===== config.mk =====
export PLATFORM = sky130hd
export DESIGN_NAME = msp_fifo
export DESIGN_NICKNAME = d
export VERILOG_FILES = /design/src/hdl/msp_pkg.sv /design/src/hdl/msp_fifo.sv
export SDC_FILE = /design/constraint.sdc
export NUM_CORES = 1
export LEC_CHECK = 0
export BUFFER_PORTS_ARGS = -buffer_cell sky130_fd_sc_hd__buf_2
export CAP_MARGIN = 20
export CORE_AREA = 2 2 133 135
export DETAILED_ROUTE_END_ITERATION = 7
export DIE_AREA = 0 0 135 137
export PLACE_DENSITY = 0.76
export SYNTH_ARGS = -nofsm -noshare
export SYNTH_HDL_FRONTEND = slang
export SYNTH_SLANG_ARGS = --single-unit

===== constraint.sdc =====
create_clock -name aclk -period 2.65 [get_ports aclk]
set_input_delay 0.1325 -clock aclk [delete_from_list [all_inputs] [get_ports aclk]]
set_output_delay 0.1325 -clock aclk [all_outputs]
set_load 0.005 [all_outputs]

===== src/hdl/msp_pkg.sv =====
// Shared types, constants and helpers of the matrix saddle point finder.
package msp_pkg;

    localparam int MAX_ROWS = 128;
    localparam int MAX_COLS = 128;

    localparam int VAL_W     = 31;
    localparam int CNT_W     = 8;
    localparam int ROW_W     = (MAX_ROWS > 1) ? $clog2(MAX_ROWS) : 1;
    localparam int COL_W     = (MAX_COLS > 1) ? $clog2(MAX_COLS) : 1;
    localparam int ROW_CNT_W = $clog2(MAX_ROWS + 1);
    localparam int COL_CNT_W = $clog2(MAX_COLS + 1);

    localparam int CFG_IDX_W = 2;
    localparam logic [CFG_IDX_W-1:0] CFG_ROW_COUNT = 2'd0;
    localparam logic [CFG_IDX_W-1:0] CFG_COL_COUNT = 2'd1;

    localparam int FIFO_DEPTH = 4;
    localparam int FIFO_AW    = $clog2(FIFO_DEPTH);
    localparam int FIFO_LVL_W = $clog2(FIFO_DEPTH + 1);

    typedef struct packed {
        logic [ROW_CNT_W-1:0] rows;
        logic [COL_CNT_W-1:0] cols;
    } dims_t;

    typedef struct packed {
        logic [VAL_W-1:0] value;
        logic [ROW_W-1:0] ri;
        logic [COL_W-1:0] ci;
        logic             first_row;
        logic             first_col;
        logic             row_end;
        logic             last;
    } ld_item_t;

    typedef struct packed {
        logic                  empty;
        logic                  full;
        logic [FIFO_LVL_W-1:0] level;
    } fifo_stat_t;

    function automatic logic [ROW_CNT_W-1:0] clamp_rows(logic [CNT_W-1:0] c);
        if (c == '0) begin
            return ROW_CNT_W'(1);
        end
        if (32'(c) > MAX_ROWS) begin
            return ROW_CNT_W'(MAX_ROWS);
        end
        return ROW_CNT_W'(c);
    endfunction

    function automatic logic [COL_CNT_W-1:0] clamp_cols(logic [CNT_W-1:0] c);
        if (c == '0) begin
            return COL_CNT_W'(1);
        end
        if (32'(c) > MAX_COLS) begin
            return COL_CNT_W'(MAX_COLS);
        end
        return COL_CNT_W'(c);
    endfunction

endpackage


===== src/hdl/msp_fifo.sv =====
// Short queue of tagged load items between the front end and the back end.
module msp_fifo
    import msp_pkg::*;
(
    input  logic       aclk,
    input  logic       aresetn,
    input  logic       push,
    input  ld_item_t   push_item,
    input  logic       pop,
    output ld_item_t   pop_item,
    output fifo_stat_t stat
);

    ld_item_t              slot_mem [FIFO_DEPTH];
    logic [FIFO_AW-1:0]    wr_ptr_reg, wr_ptr_next;
    logic [FIFO_AW-1:0]    rd_ptr_reg, rd_ptr_next;
    logic [FIFO_LVL_W-1:0] level_reg, level_next;

    assign stat.empty = (level_reg == '0);
    assign stat.full  = (level_reg == FIFO_LVL_W'(FIFO_DEPTH));
    assign stat.level = level_reg;
    assign pop_item   = slot_mem[rd_ptr_reg];

    always_comb begin
        wr_ptr_next = wr_ptr_reg;
        rd_ptr_next = rd_ptr_reg;
        level_next  = level_reg;
        if (push) begin
            wr_ptr_next = (wr_ptr_reg == FIFO_AW'(FIFO_DEPTH - 1)) ? '0 : wr_ptr_reg + 1'b1;
        end
        if (pop) begin
            rd_ptr_next = (rd_ptr_reg == FIFO_AW'(FIFO_DEPTH - 1)) ? '0 : rd_ptr_reg + 1'b1;
        end
        if (push && !pop) begin
            level_next = level_reg + 1'b1;
        end else if (pop && !push) begin
            level_next = level_reg - 1'b1;
        end
    end

    always_ff @(posedge aclk) begin
        if (push) begin
            slot_mem[wr_ptr_reg] <= push_item;
        end
    end

    always_ff @(posedge aclk) begin
        if (!aresetn) begin
            wr_ptr_reg <= '0;
            rd_ptr_reg <= '0;
            level_reg  <= '0;
        end else begin
            wr_ptr_reg <= wr_ptr_next;
            rd_ptr_reg <= rd_ptr_next;
            level_reg  <= level_next;
        end
    end

endmodule


==> out/metrics.yaml <==
ys_seq_elements: 205
synth_cell_types: 24
cts.sinks: 205
drcViolationCount: 0
fin_crit_sh_pct: 85.9
p_leak_nw: 3.35
numCtsBuffers: 22
areaGrowthSynthToFinish_pct: 27.5
wl_per_cell_um: 18.5
ys_seq_area_share_pct: 80.3
design_area_um2: 9630
die_y_um: 137
path_class: "flip-flop to primary output"
drt_first_iter_violations: 213
fmax_ghz: 0.439
htreeDepth: 1
ir_drop_mv: 0.545
syn_inst: 300
vias: 3647
grt_pass1_wl_mm: 20.8
finClkSkew_ns: 0.00572
slew_viol_final: 0
slew_headroom_pct: 53.5
core_um2: 17100
cts_tree: "yes"
crit_path_start_kind: "flip-flop"
firstDrtPassIters: 4
die-area_um2: 18500
fill_cells: 1327
initial_core_util_pct: 44.3
fin_tns_setup_ns: 0
end_kind: "primary output"
power_density_nw_per_um2: 766
place_area_um2: 8390
ioPinCount: 107
clock_latency_ns: 0.49
cts_setup_buffers: 0
cp_max_fo: 21
hp-class: "input port to flip-flop"
wl_mm: 13.4
holdWs_ns: 0.0487
largest_reg_flops: 196
syn-cell-area_um2: 7550
hold_violations: 0
numPortBuffers: 106
yosysWarnings: 0
rsz0062_at_grt: "no"
grt_overflow: 0
grt_max_degree: 50
cts_hold_buffers: 51
maxCapViolations: 0
cts_resized: 0
path_clk_slew_ns: 0.06
fin_nets: 542
ant_nets: 0
cts_buffer_depth: 3
grt_antenna_before_repair: 1
arrival_ns: 2.14
grt_util_all_layers_pct: 14.8
fp-row-count: 48
drive_above_1_share_pct: 40.4
crit_required_ns: 2.52
first_global_vias: 3926
place_congestion: 0.686
worst_pin_slew_ns: 0.698
syn-num-nets: 360
cts-root-buf: "clkbuf_16"
outcome: "complete, no violations"
finalCriticalPeriod_ns: 2.28
avgSynthCellArea_um2: 25.2
viasPerCell: 5.04
fp.dieW_um: 135
finalSetupViolCount: 0
hpwlAfterDp_mm: 8.08
-- synthesized netlist by cell type, drive strengths merged --
master  instances  area (um^2)
xnor2           1         8.76
mux4           49         1110
dfxtp           9          180
edfxtp        196         5890
buf            11         95.1
o21ai           1         5.00
mux2i           4         40.0
a21boi          1         7.51
nor2            1         3.75
ha              6         75.1
nor3b           1         7.51
or3             1         6.26
nor3            2         10.0
and2            5         31.3
nor2b           5         31.3
fa              1         20.0
o21a            1         7.51
xor2            1         8.76
inv             4         15.0
-- where the power goes --
part / total (mW) / internal [mW] / switching (mW)
sequential: 3.78 / 3.71 / 0.0704
combinational: 0.609 / 0.337 / 0.271
clock: 2.99 / 1.86 / 1.13
-- stage by stage --
stage	instances	total power [mW]	util, %	setup WS, ns
2_1_floorplan	300	4.14	-	0.519
3_3_place_gp	632	4.39	49.2	0.807
3_5_place_dp	632	4.41	49.2	0.795
4_1_cts	723	7.48	56.4	0.261
5_1_grt	724	7.65	56.4	0.200
6_report	724	7.38	56.4	0.373
-- path summary, 6_finish.rpt --
path | start | to | slack, ns | cells after the start
worst max-delay path | flip-flop | pop_item[13] | 0.37 | 3
worst min-delay path | push | wr_ptr_reg[0] | 0.05 | 3
worst max register to register | wr_ptr_reg[0] | slot_mem[2][37] | 0.89 | 4
worst min register to register | rd_ptr_reg[1] | flip-flop | 0.55 | 2
-- worst max-delay path: stages, from the launching register on --
cell and delay (ns):
dfxtp_4 0.62, buf_4 0.34, mux4_2 0.55, buf_2 0.15
-- final cells by class --
cell class / instances / area, um^2 / area share (%)
inverter: 4 / 15.0 / 0.156
clock inverter: 15 / 140 / 1.46
clock buffer: 25 / 583 / 6.06
antenna: 1 / 2.50 / 0.0260
tap: 225 / 282 / 2.92
timing repair buffer: 169 / 1160 / 12.0
sequential: 205 / 6070 / 63.1
multi-input combinational: 80 / 1380 / 14.3
-- cell families (layout without fill, tap and decap cells) --
| family | count (synthesis) | in the layout | share of synthesized area [%] |
|---|---|---|---|
| multiplexers | 53 | 53 | 15.2 |
| XOR/XNOR | 2 | 2 | 0.232 |
| buffers and inverters | 15 | 213 | 1.46 |
| AND/OR/NAND/NOR | 15 | 15 | 1.19 |
| AO/OA/AOI/OAI | 3 | 3 | 0.265 |
| adder cells (fa/ha/maj) | 7 | 7 | 1.26 |
| flip-flops | 205 | 205 | 80.3 |
| other | 0 | 1 | 0 |
-- metal layers --
| layer | GRT usage [%] | vias up | routed length (um) |
|---|---|---|---|
| li1 | - | 1644 | - |
| met1 | 18.8 | 1887 | 5560 |
| met2 | 25.9 | 95 | 6880 |
| met3 | 3.56 | 21 | 673 |
| met4 | 3.88 | 0 | 264 |
| met5 | 0 | - | 0 |
-- placed cells by master (no fill, tap or decap) --
cell type / synthesis / final
nor2_1: 1 / 1
a21boi_0: 1 / 1
buf_2: 2 / 106
ha_1: 6 / 6
clkbuf_16: 0 / 23
nor3b_1: 1 / 1
dfxtp_4: 0 / 1
nor3_1: 2 / 2
diode_2: 0 / 1
mux4_1: 2 / 2
clkbuf_1: 0 / 2
or3_1: 1 / 1
mux4_2: 47 / 47
bufinv_16: 0 / 3
xnor2_1: 1 / 1
edfxtp_1: 196 / 196
xor2_1: 1 / 1
buf_12: 2 / 2
dfxtp_1: 9 / 7
o21ai_0: 1 / 1
fa_1: 1 / 1
and2_1: 5 / 1
clkinv_2: 0 / 4
dfxtp_2: 0 / 1
inv_1: 4 / 4
o21a_1: 1 / 1
dlygate4sd3_1: 0 / 51
nor2b_1: 5 / 5
mux2i_1: 4 / 4
buf_4: 3 / 10
clkinv_1: 0 / 8
and2_2: 0 / 4
No activity file was read; power rests on OpenSTA's default activity.
