`config.mk`:
```
export PLATFORM = sky130hd
export DESIGN_NAME = msp_front
export DESIGN_NICKNAME = d
export VERILOG_FILES = /design/src/hdl/msp_pkg.sv /design/src/hdl/msp_front.sv
export SDC_FILE = /design/constraint.sdc
export NUM_CORES = 1
export LEC_CHECK = 0
export BUFFER_PORTS_ARGS = -buffer_cell sky130_fd_sc_hd__buf_2
export CAP_MARGIN = 20
export CORE_MARGIN = 10
export CORE_UTILIZATION = 42
export DETAILED_ROUTE_END_ITERATION = 12
export PLACE_DENSITY = 0.76
export SYNTH_ARGS = -nofsm -noshare
export SYNTH_HDL_FRONTEND = slang
export SYNTH_SLANG_ARGS = --single-unit
```
`constraint.sdc`:
```
create_clock -name aclk -period 2.75 [get_ports aclk]
set_input_delay 0.4125 -clock aclk [delete_from_list [all_inputs] [get_ports aclk]]
set_output_delay 0.4125 -clock aclk [all_outputs]
set_load 0.05 [all_outputs]
```
`src/hdl/msp_pkg.sv`:
```
// Shared types, constants and helpers of the matrix saddle point finder.
package msp_pkg;

    localparam int MAX_ROWS = 128;
    localparam int MAX_COLS = 128;

    localparam int VAL_W     = 31;
    localparam int CNT_W     = 8;
    localparam int ROW_W     = (MAX_ROWS > 1) ? $clog2(MAX_ROWS) : 1;
    localparam int COL_W     = (MAX_COLS > 1) ? $clog2(MAX_COLS) : 1;
    localparam int ROW_CNT_W = $clog2(MAX_ROWS + 1);
    localparam int COL_CNT_W = $clog2(MAX_COLS + 1);

    localparam int CFG_IDX_W = 2;
    localparam logic [CFG_IDX_W-1:0] CFG_ROW_COUNT = 2'd0;
    localparam logic [CFG_IDX_W-1:0] CFG_COL_COUNT = 2'd1;

    localparam int FIFO_DEPTH = 4;
    localparam int FIFO_AW    = $clog2(FIFO_DEPTH);
    localparam int FIFO_LVL_W = $clog2(FIFO_DEPTH + 1);

    typedef struct packed {
        logic [ROW_CNT_W-1:0] rows;
        logic [COL_CNT_W-1:0] cols;
    } dims_t;

    typedef struct packed {
        logic [VAL_W-1:0] value;
        logic [ROW_W-1:0] ri;
        logic [COL_W-1:0] ci;
        logic             first_row;
        logic             first_col;
        logic             row_end;
        logic             last;
    } ld_item_t;

    typedef struct packed {
        logic                  empty;
        logic                  full;
        logic [FIFO_LVL_W-1:0] level;
    } fifo_stat_t;

    function automatic logic [ROW_CNT_W-1:0] clamp_rows(logic [CNT_W-1:0] c);
        if (c == '0) begin
            return ROW_CNT_W'(1);
        end
        if (32'(c) > MAX_ROWS) begin
            return ROW_CNT_W'(MAX_ROWS);
        end
        return ROW_CNT_W'(c);
    endfunction

    function automatic logic [COL_CNT_W-1:0] clamp_cols(logic [CNT_W-1:0] c);
        if (c == '0) begin
            return COL_CNT_W'(1);
        end
        if (32'(c) > MAX_COLS) begin
            return COL_CNT_W'(MAX_COLS);
        end
        return COL_CNT_W'(c);
    endfunction

endpackage

```
`src/hdl/msp_front.sv`:
```
// Front end: configuration registers, load position tracking and item tagging.
module msp_front
    import msp_pkg::*;
(
    input  logic                 aclk,
    input  logic                 aresetn,
    input  logic                 cfg_wr_en,
    input  logic [CFG_IDX_W-1:0] cfg_index,
    input  logic [CNT_W-1:0]     cfg_wdata,
    input  logic                 in_valid,
    input  logic [VAL_W-1:0]     in_value,
    input  logic                 fifo_full,
    output logic                 push,
    output ld_item_t             push_item,
    output dims_t                dims
);

    logic [CNT_W-1:0] row_cnt_reg, row_cnt_next;
    logic [CNT_W-1:0] col_cnt_reg, col_cnt_next;
    logic [ROW_W-1:0] ri_reg, ri_next;
    logic [COL_W-1:0] ci_reg, ci_next;
    logic             row_end;
    logic             last;

    assign dims.rows = clamp_rows(row_cnt_reg);
    assign dims.cols = clamp_cols(col_cnt_reg);

    assign push    = in_valid && !fifo_full;
    assign row_end = (COL_CNT_W'(ci_reg) == dims.cols - COL_CNT_W'(1));
    assign last    = row_end && (ROW_CNT_W'(ri_reg) == dims.rows - ROW_CNT_W'(1));

    assign push_item.value     = in_value;
    assign push_item.ri        = ri_reg;
    assign push_item.ci        = ci_reg;
    assign push_item.first_row = (ri_reg == '0);
    assign push_item.first_col = (ci_reg == '0);
    assign push_item.row_end   = row_end;
    assign push_item.last      = last;

    always_comb begin
        row_cnt_next = row_cnt_reg;
        col_cnt_next = col_cnt_reg;
        ri_next      = ri_reg;
        ci_next      = ci_reg;
        if (cfg_wr_en) begin
            unique case (cfg_index)
                CFG_ROW_COUNT: begin
                    row_cnt_next = cfg_wdata;
                    ri_next      = '0;
                    ci_next      = '0;
                end
                CFG_COL_COUNT: begin
                    col_cnt_next = cfg_wdata;
                    ri_next      = '0;
                    ci_next      = '0;
                end
                default: ;
            endcase
        end else if (push) begin
            if (last) begin
                ri_next = '0;
                ci_next = '0;
            end else if (row_end) begin
                ri_next = ri_reg + 1'b1;
                ci_next = '0;
            end else begin
                ci_next = ci_reg + 1'b1;
            end
        end
    end

    always_ff @(posedge aclk) begin
        if (!aresetn) begin
            row_cnt_reg <= CNT_W'(1);
            col_cnt_reg <= CNT_W'(1);
            ri_reg      <= '0;
            ci_reg      <= '0;
        end else begin
            row_cnt_reg <= row_cnt_next;
            col_cnt_reg <= col_cnt_next;
            ri_reg      <= ri_next;
            ci_reg      <= ci_next;
        end
    end

endmodule

```
==> metrics.yaml, run 1 <==
status: "finished, violations left"
violations: "negative setup slack"
yosysWarningCount: 0
setup_violations: 1
cts-root-buf: "clkbuf_8"
final_util: 0.536
yosysTopAreaCell: "dfxtp_1"
drtPass1Iterations: 5
drc: 0
dp_hpwl_um: 4420
min-delay-start: "cfg_wdata[0]"
clk_transition_reported_paths_ps: 60
synthArstFlopShare: 0
nFillCells: 505
synth-main-ff-cell: "dfxtp_1"
synth_area_leaders: "dfxtp_1 26%, buf_4 11%, nor2b_1 5.2%"
worstSetupStartpointType: "flop"
synth_fp_nets: 336
core_area_sq_mm: 0.00520
synth-seq-area-share: 0.261
report.final.hold_viol_count: 0
worstMarginPinSlew_ps: 403
fin_ws_ps: -291
ctsHoldBuffers: 0
io-pin-count: 112
cpPeakStageDelay_ps: 330
syn_avg_cell_area_sq_um: 8.09
grt_use_total: 0.131
relSlewSlack: 0.729
vias: 2069
leakage_nw: 1.20
yosysMostFrequentCell: "buf_4"
grt_pass1_wl_um: 9510
ys_top_cells_by_count: "34 x buf_4, 30 x dfxtp_1, 20 x nand2_1, 19 x nor2_1, 19 x nor2b_1"
antenna_found_initial: 0
post-route-period-util: 1.11
p_per_area_mw_per_mm2: 447
gp_congestion: 0.850
synth_cells: 284
grt_max_degree: 20
cts_buffer_depth: 2
min_path_type: "input port to flop"
via_per_inst: 5.24
io_buffers: 49
chipHeight_um: 94.0
grt_pass1_vias: 2066
crit_arrival_ps: 2630
ir_drop_uv: 239
first_iter_violations: 58
fmax_ghz: 0.329
ys_ff_latch: 30
area.growth.synth_to_final_pct: 21.4
start_util: 0.442
hold_path_end: "row_cnt_reg[0]$_SDFFE_PN1P_"
worstPathRequired_ps: 2340
diodes: 0
drive_gt1_frac: 0.391
rsz0062_at_grt: "yes"
clock_latency_ps: 290
timing.critical_path.mode_cell: "nor4_4"
grt_overflow_total: 0
path_delay_family: "simple AND/OR/NAND/NOR gates"
cp_max_fo: 5
drt.antenna.violating_nets: 0
cp_slowest_cell: "dfxtp_2"
path_cells: "nor4_4 > a21oi_2 > or2_4 > ha_4 > and3_4 > o31ai_1 > o2111ai_2 > nor4_4 > nor2b_4 > buf_8"
syn-cell-area_sq_mm: 0.00230
numCtsBuffers: 5
rows: 26
power_mw: 1.25
finalNetCount: 376
dieArea_sq_mm: 0.00883
dieWidth_um: 94.0
synth_cell_type_count: 54
fin_crit_ps: 3040
regToRegEndpoint: "ri_reg[0]$_SDFFE_PN0P_"
wirelength_um: 5900
dp.cells: 379
worst_r2r_startpoint: "col_cnt_reg[1]$_SDFFE_PN0P_"
slew_viol_final: 0
crit_path_end_kind: "primary output"
synth_edf_count: 0
r2r_slack_ps: 70
fin_skew_ps: 6.79
maxCapViolations: 0
fin_cells: 395
yosysTopAreaCellShare: 0.261
cts_tree: "built"
hold_path_depth: 3
critPathBufInv: 1
fin_hold_ws_ps: 386
crit_type: "flop to primary output"
reg2reg_depth: 10
htreeDepth: 2
routedWlPerCell_um: 14.9
cts_sinks: 30
[cell usage in the layout, fill, tap and decap left out, types with 3 or more instances in the layout]
cell type   n
nor4_4      3
dfxtp_1    24
nor3_1      9
buf_4      30
nand3_1    15
xnor2_1    12
a211oi_1    5
a21boi_0    8
buf_2      47
nor3_2      4
nand2b_1    7
mux2i_1     8
nor4_1      4
xor2_1      4
ha_1        4
nor2_1     18
a21o_1      5
or3_1       4
clkbuf_8    6
nor2b_1    18
inv_1      12
nand2_1    20
dfxtp_2     5
a21oi_2     3
[per-layer routing]
metal  GRT usage  vias up  share of wire
li1            -     1028              -
met1       0.153      972           0.43
met2       0.213       59           0.49
met3      0.0464       10          0.061
met4      0.0532        0          0.019
met5           0        -              0
[power by group]
part	switching [mW]	internal [mW]	leakage [nW]	total (mW)
logic	0.243	0.170	0.905	0.413
clock network	0.173	0.202	0.0482	0.375
registers	0.0128	0.446	0.246	0.459
total	0.429	0.818	1.20	1.25
[worst max path at each step]
stage,start,depth (start not counted),end
CTS,row_cnt_reg[3]$_SDFFE_PN0P_,10,push_item[0]
finish,row_cnt_reg[2]$_SDFFE_PN0P_,10,push_item[0]
detailed placement,row_cnt_reg[2]$_SDFFE_PN0P_,10,push_item[0]
floorplan,row_cnt_reg[4]$_SDFFE_PN0P_,12,push_item[0]
global placement,row_cnt_reg[2]$_SDFFE_PN0P_,10,push_item[0]
global route,row_cnt_reg[2]$_SDFFE_PN0P_,11,push_item[0]
[area by class of cell]
class	instances	area, sq um	share of cell area
clock buffer	7	86.3	0.0309
clock inverter	1	5.00	0.00179
inverter	12	45.0	0.0161
multi-input combinational	196	1470	0.527
sequential	30	611	0.219
tap	70	87.6	0.0314
timing repair buffer	79	487	0.174
[cells by family (layout without fill, tap and decap cells)]
logic type	after synthesis	count (layout)	share of synthesized area
simple gates	120	120	0.297
buf+inv	58	99	0.156
compound gates	42	42	0.137
flops	30	30	0.261
xor+xnor	18	18	0.0719
mux	10	10	0.0446
fa+ha+maj	6	6	0.0327
[metrics by stage]
step / instance area (sq um) / TNS [ps] / worst slack, ps
CTS: 2690 / -266 / -266
finish: 2790 / -291 / -291
global route: 2790 / -572 / -434
floorplan: 2340 / -179 / -99.6
global placement: 2520 / 0 / 41.7
detailed placement: 2520 / -12.7 / -12.7
[timing repair]
action	CTS	global route
gates cloned	0	0
endpoints found under the setup margin	2	15
resized for setup	11	18
pin swaps	10	10
buffers inserted	5	3
[tightest hold or removal path, delay by kind of cell]
kind	cells	cell delay, ps
buf+inv	1	100
simple gates	1	60
mux	1	60
Note: power is estimated with default switching activity, not from simulation.
==> run 2, diff against run 1 <==
--- a/config.mk
+++ b/config.mk
@@ -5,12 +5,14 @@
 export SDC_FILE = /design/constraint.sdc
 export NUM_CORES = 1
 export LEC_CHECK = 0
+export ABC_AREA = 1
 export BUFFER_PORTS_ARGS = -buffer_cell sky130_fd_sc_hd__buf_2
 export CAP_MARGIN = 20
 export CORE_MARGIN = 10
-export CORE_UTILIZATION = 42
+export CORE_UTILIZATION = 43
+export CTS_BUF_LIST = sky130_fd_sc_hd__clkbuf_4 sky130_fd_sc_hd__clkbuf_8 sky130_fd_sc_hd__clkbuf_16
 export DETAILED_ROUTE_END_ITERATION = 12
-export PLACE_DENSITY = 0.76
+export PLACE_DENSITY = 0.77
 export SYNTH_ARGS = -nofsm -noshare
 export SYNTH_HDL_FRONTEND = slang
 export SYNTH_SLANG_ARGS = --single-unit
==> run 2 against run 1 <==
Effect of this change: the run now ends clean; synthesized cell count rose by 25%; worst setup slack better by 300 ps; hold slack improved by 6.2 ps; non-clock buffer count decreased by 23; clock power shrank 8.3%; cell area fell by 4.0%; combinational power decreased by 2%; global-route usage increased by 0.23 points; first-iteration DRC count rose by 110%; cell count increased by 13%; core utilization down 2.2 points; largest cell class unchanged.
==> metrics.yaml, run 2 <==
dp_slack_ps: 73.9  # was -12.7 ps
post-route-period-util: 0.998  # was 1.11
synthArstFlopShare: 0  # unchanged
synth_cells: 356  # was 284
grt_use_total: 0.133  # was 0.131
worstMarginPinSlew_ps: 489  # was 403 ps
syn_avg_cell_area_sq_um: 6.65  # was 8.09 sq um
regToRegEndpoint: "ri_reg[5]$_SDFFE_PN0P_"  # was ri_reg[0]$_SDFFE_PN0P_
clock_latency_ps: 270  # was 290 ps
worst_r2r_startpoint: "col_cnt_reg[7]$_SDFFE_PN0P_"  # was col_cnt_reg[1]$_SDFFE_PN0P_
fin_skew_ps: 7.25  # was 6.79 ps
ir_drop_uv: 234  # was 239 uV
clk_transition_reported_paths_ps: 60  # about the same
setup_violations: 0  # was 1
fmax_ghz: 0.364  # was 0.329 GHz
dieArea_sq_mm: 0.00887  # was 0.00883 sq mm
p_per_area_mw_per_mm2: 454  # was 447 mW/mm^2
min-delay-start: "cfg_wdata[0]"  # unchanged
routedWlPerCell_um: 13.6  # was 14.9 um
place_area_sq_mm: 0.00244  # was 0.00252 sq mm
antenna_found_initial: 0  # unchanged
synth-main-ff-cell: "dfxtp_1"  # unchanged
maxCapViolations: 0  # unchanged
drive_gt1_frac: 0.320  # was 0.391
grt_pass1_vias: 2188  # was 2066
synth.area.mux_share: 0  # was 0.0446
slew_viol_final: 0  # unchanged
final_util: 0.515  # was 0.536
diodes: 0  # unchanged
hold_path_depth: 3  # unchanged
rows: 26  # unchanged
dp_hpwl_um: 4720  # was 4420 um
status: "complete, no violations"  # was finished, violations left
gp_congestion: 0.923  # was 0.850
synth_cell_type_count: 31  # was 54
synth_area_leaders: "dfxtp_1 25%, buf_4 10%, nand2_1 10%"  # was dfxtp_1 26%, buf_4 11%, nor2b_1 5.2%
grt_pass1_wl_um: 9850  # was 9510 um
first_iter_violations: 122  # was 58
yosysTopAreaCell: "dfxtp_1"  # unchanged
numCtsBuffers: 5  # unchanged
htreeDepth: 2  # unchanged
wirelength_um: 6100  # was 5900 um
r2r_slack_ps: 510  # was 70 ps
final_common_cell: "nand2_1"  # was buf_2
cts-root-buf: "clkbuf_8"  # unchanged
dieWidth_um: 94.2  # was 94.0 um
rsz0062_at_grt: "yes"  # unchanged
drc: 0  # unchanged
crit_type: "flop to primary output"  # unchanged
leakage_nw: 1.28  # was 1.20 nW
yosysTopAreaCellShare: 0.254  # was 0.261
fin_ws_ps: 5.90  # was -291 ps
vias: 2269  # was 2069
synth_fa_ha_area_frac: 0.0317  # was 0.0327
synth_edf_count: 0  # unchanged
nFillCells: 526  # was 505
design_area_sq_mm: 0.00268  # was 0.00279 sq mm
worstSetupStartpointType: "flop"  # unchanged
synth_compound_area_frac: 0.112  # was 0.137
finalNetCount: 430  # was 376
synth_fp_nets: 408  # was 336
ys_ff_latch: 30  # unchanged
yosysWarningCount: 0  # unchanged
worstPathRequired_ps: 2340  # about the same
cts_sinks: 30  # unchanged
area.growth.synth_to_final_pct: 13.2  # was 21.4%
core_area_sq_mm: 0.00520  # unchanged
hold_path_end: "row_cnt_reg[0]$_SDFFE_PN1P_"  # unchanged
synth_top_family_by_area: "simple AND/OR/NAND/NOR gates"  # unchanged
via_per_inst: 5.06  # was 5.24
crit_arrival_ps: 2330  # was 2630 ps
synth-seq-area-share: 0.254  # was 0.261
min_path_type: "input port to flop"  # unchanged
io-pin-count: 112  # unchanged
crit_path_end_kind: "primary output"  # unchanged
fin_hold_ws_ps: 393  # was 386 ps
cp_max_fo: 4  # was 5
final_cell_mix: "61 x nand2_1, 48 x buf_2, 44 x inv_1"  # was 47 x buf_2, 30 x buf_4, 24 x dfxtp_1
drt.antenna.violating_nets: 0  # unchanged
chipHeight_um: 94.2  # was 94.0 um
grt_overflow_total: 0  # unchanged
report.final.hold_viol_count: 0  # unchanged
ys_top_cells_by_count: "64 x nand2_1, 50 x inv_1, 33 x buf_4, 32 x nor2_1, 30 x dfxtp_1"  # was 34 x buf_4, 30 x dfxtp_1, 20 x nand2_1, 19 x nor2_1, 19 x nor2b_1
fin_crit_ps: 2740  # was 3040 ps
yosysMostFrequentCell: "nand2_1"  # was buf_4
cts_tree: "built"  # unchanged
yosys.area_share.simple: 0.338  # was 0.297
relSlewSlack: 0.674  # was 0.729
syn-cell-area_sq_mm: 0.00237  # was 0.00230 sq mm
io_buffers: 49  # unchanged
drtPass1Iterations: 4  # was 5
cts_buffer_depth: 2  # unchanged
synth_xor_xnor_area_share: 0.0555  # was 0.0719
start_util: 0.455  # was 0.442
reg2reg_depth: 16  # was 10
grt_max_degree: 27  # was 20
run 2: cell count changes after synthesis, sizes merged, moves of 9 or more:
cell	delta
inv	+45
a21oi	+13
nand2	+55
xnor2	-9
o21ai	+23
nor2b	-19
nor2	+18
nand3	+13
run 2: critical path: stages (launching register included):
cell and delay (ps):
dfxtp_1 350, inv_2 100, nand2_2 50, nor2_1 120
nand2_2 90, nand2_4 70, inv_1 40, ha_2 310
xor2_1 140, nand4_1 120, nor2_1 170, nand2_2 110
nor2_4 100, nand3_2 80, inv_2 70, buf_8 140
run 2: repair_timing:
action / 4_1_cts / 5_1_grt
gates cloned: 0 / 0
gates resized for setup: 19 / 19
setup endpoints to repair: 2 / 2
setup buffers: 2 / 4
hold buffers: 0 / 0
pin swaps: 9 / 14
run 2: area by class of cell:
type	count	area, sq um	area share
well taps	70	87.6	0.0327
inverters	57	214	0.0799
multi-input cells	228	1370	0.511
clock buffers	7	83.8	0.0313
repair buffers	56	308	0.115
flip-flops and latches	30	616	0.230
run 2: worst max-delay path by stage:
stage                                           start            to  cells past startpoint
after global routing      col_cnt_reg[7]$_SDFFE_PN0P_  push_item[0]                     15
after floorplan           row_cnt_reg[3]$_SDFFE_PN0P_  push_item[0]                     16
after global placement    row_cnt_reg[3]$_SDFFE_PN0P_  push_item[0]                     16
final                     col_cnt_reg[7]$_SDFFE_PN0P_  push_item[0]                     15
after detailed placement  row_cnt_reg[3]$_SDFFE_PN0P_  push_item[0]                     15
after CTS                 col_cnt_reg[3]$_SDFFE_PN0P_  push_item[0]                     17
run 2: where the power goes:
part | switching [mW] | internal, mW | total, mW
logic | 0.278 | 0.125 | 0.403
registers | 0.0194 | 0.449 | 0.469
clock network | 0.151 | 0.194 | 0.344
total | 0.448 | 0.768 | 1.22
run 2: metrics by stage:
stage | power, mW | TNS (ps) | instances
2_1_floorplan | 0.890 | 0 | 356
3_3_place_gp | 0.836 | 0 | 435
3_5_place_dp | 0.844 | 0 | 435
4_1_cts | 1.21 | 0 | 444
5_1_grt | 1.28 | -280 | 448
6_report | 1.22 | 0 | 448
run 2: per-layer routing:
| layer | global-route usage | share of wire | routed length [um] | up-vias |
|---|---|---|---|---|
| li1 | - | - | - | 1135 |
| met1 | 0.159 | 0.43 | 2610 | 1033 |
| met2 | 0.228 | 0.48 | 2930 | 89 |
| met3 | 0.0408 | 0.080 | 486 | 12 |
| met4 | 0.0278 | 0.013 | 79 | 0 |
| met5 | 0 | 0 | 0 | - |
run 2: logic make-up after synthesis:
group / count (synthesis)
AOI/OAI and AO/OA: 49
DFF: 30
adders and majority gates: 6
xor gates and xnor gates: 15
and+or+nand+nor: 158
buffers and inverters: 98
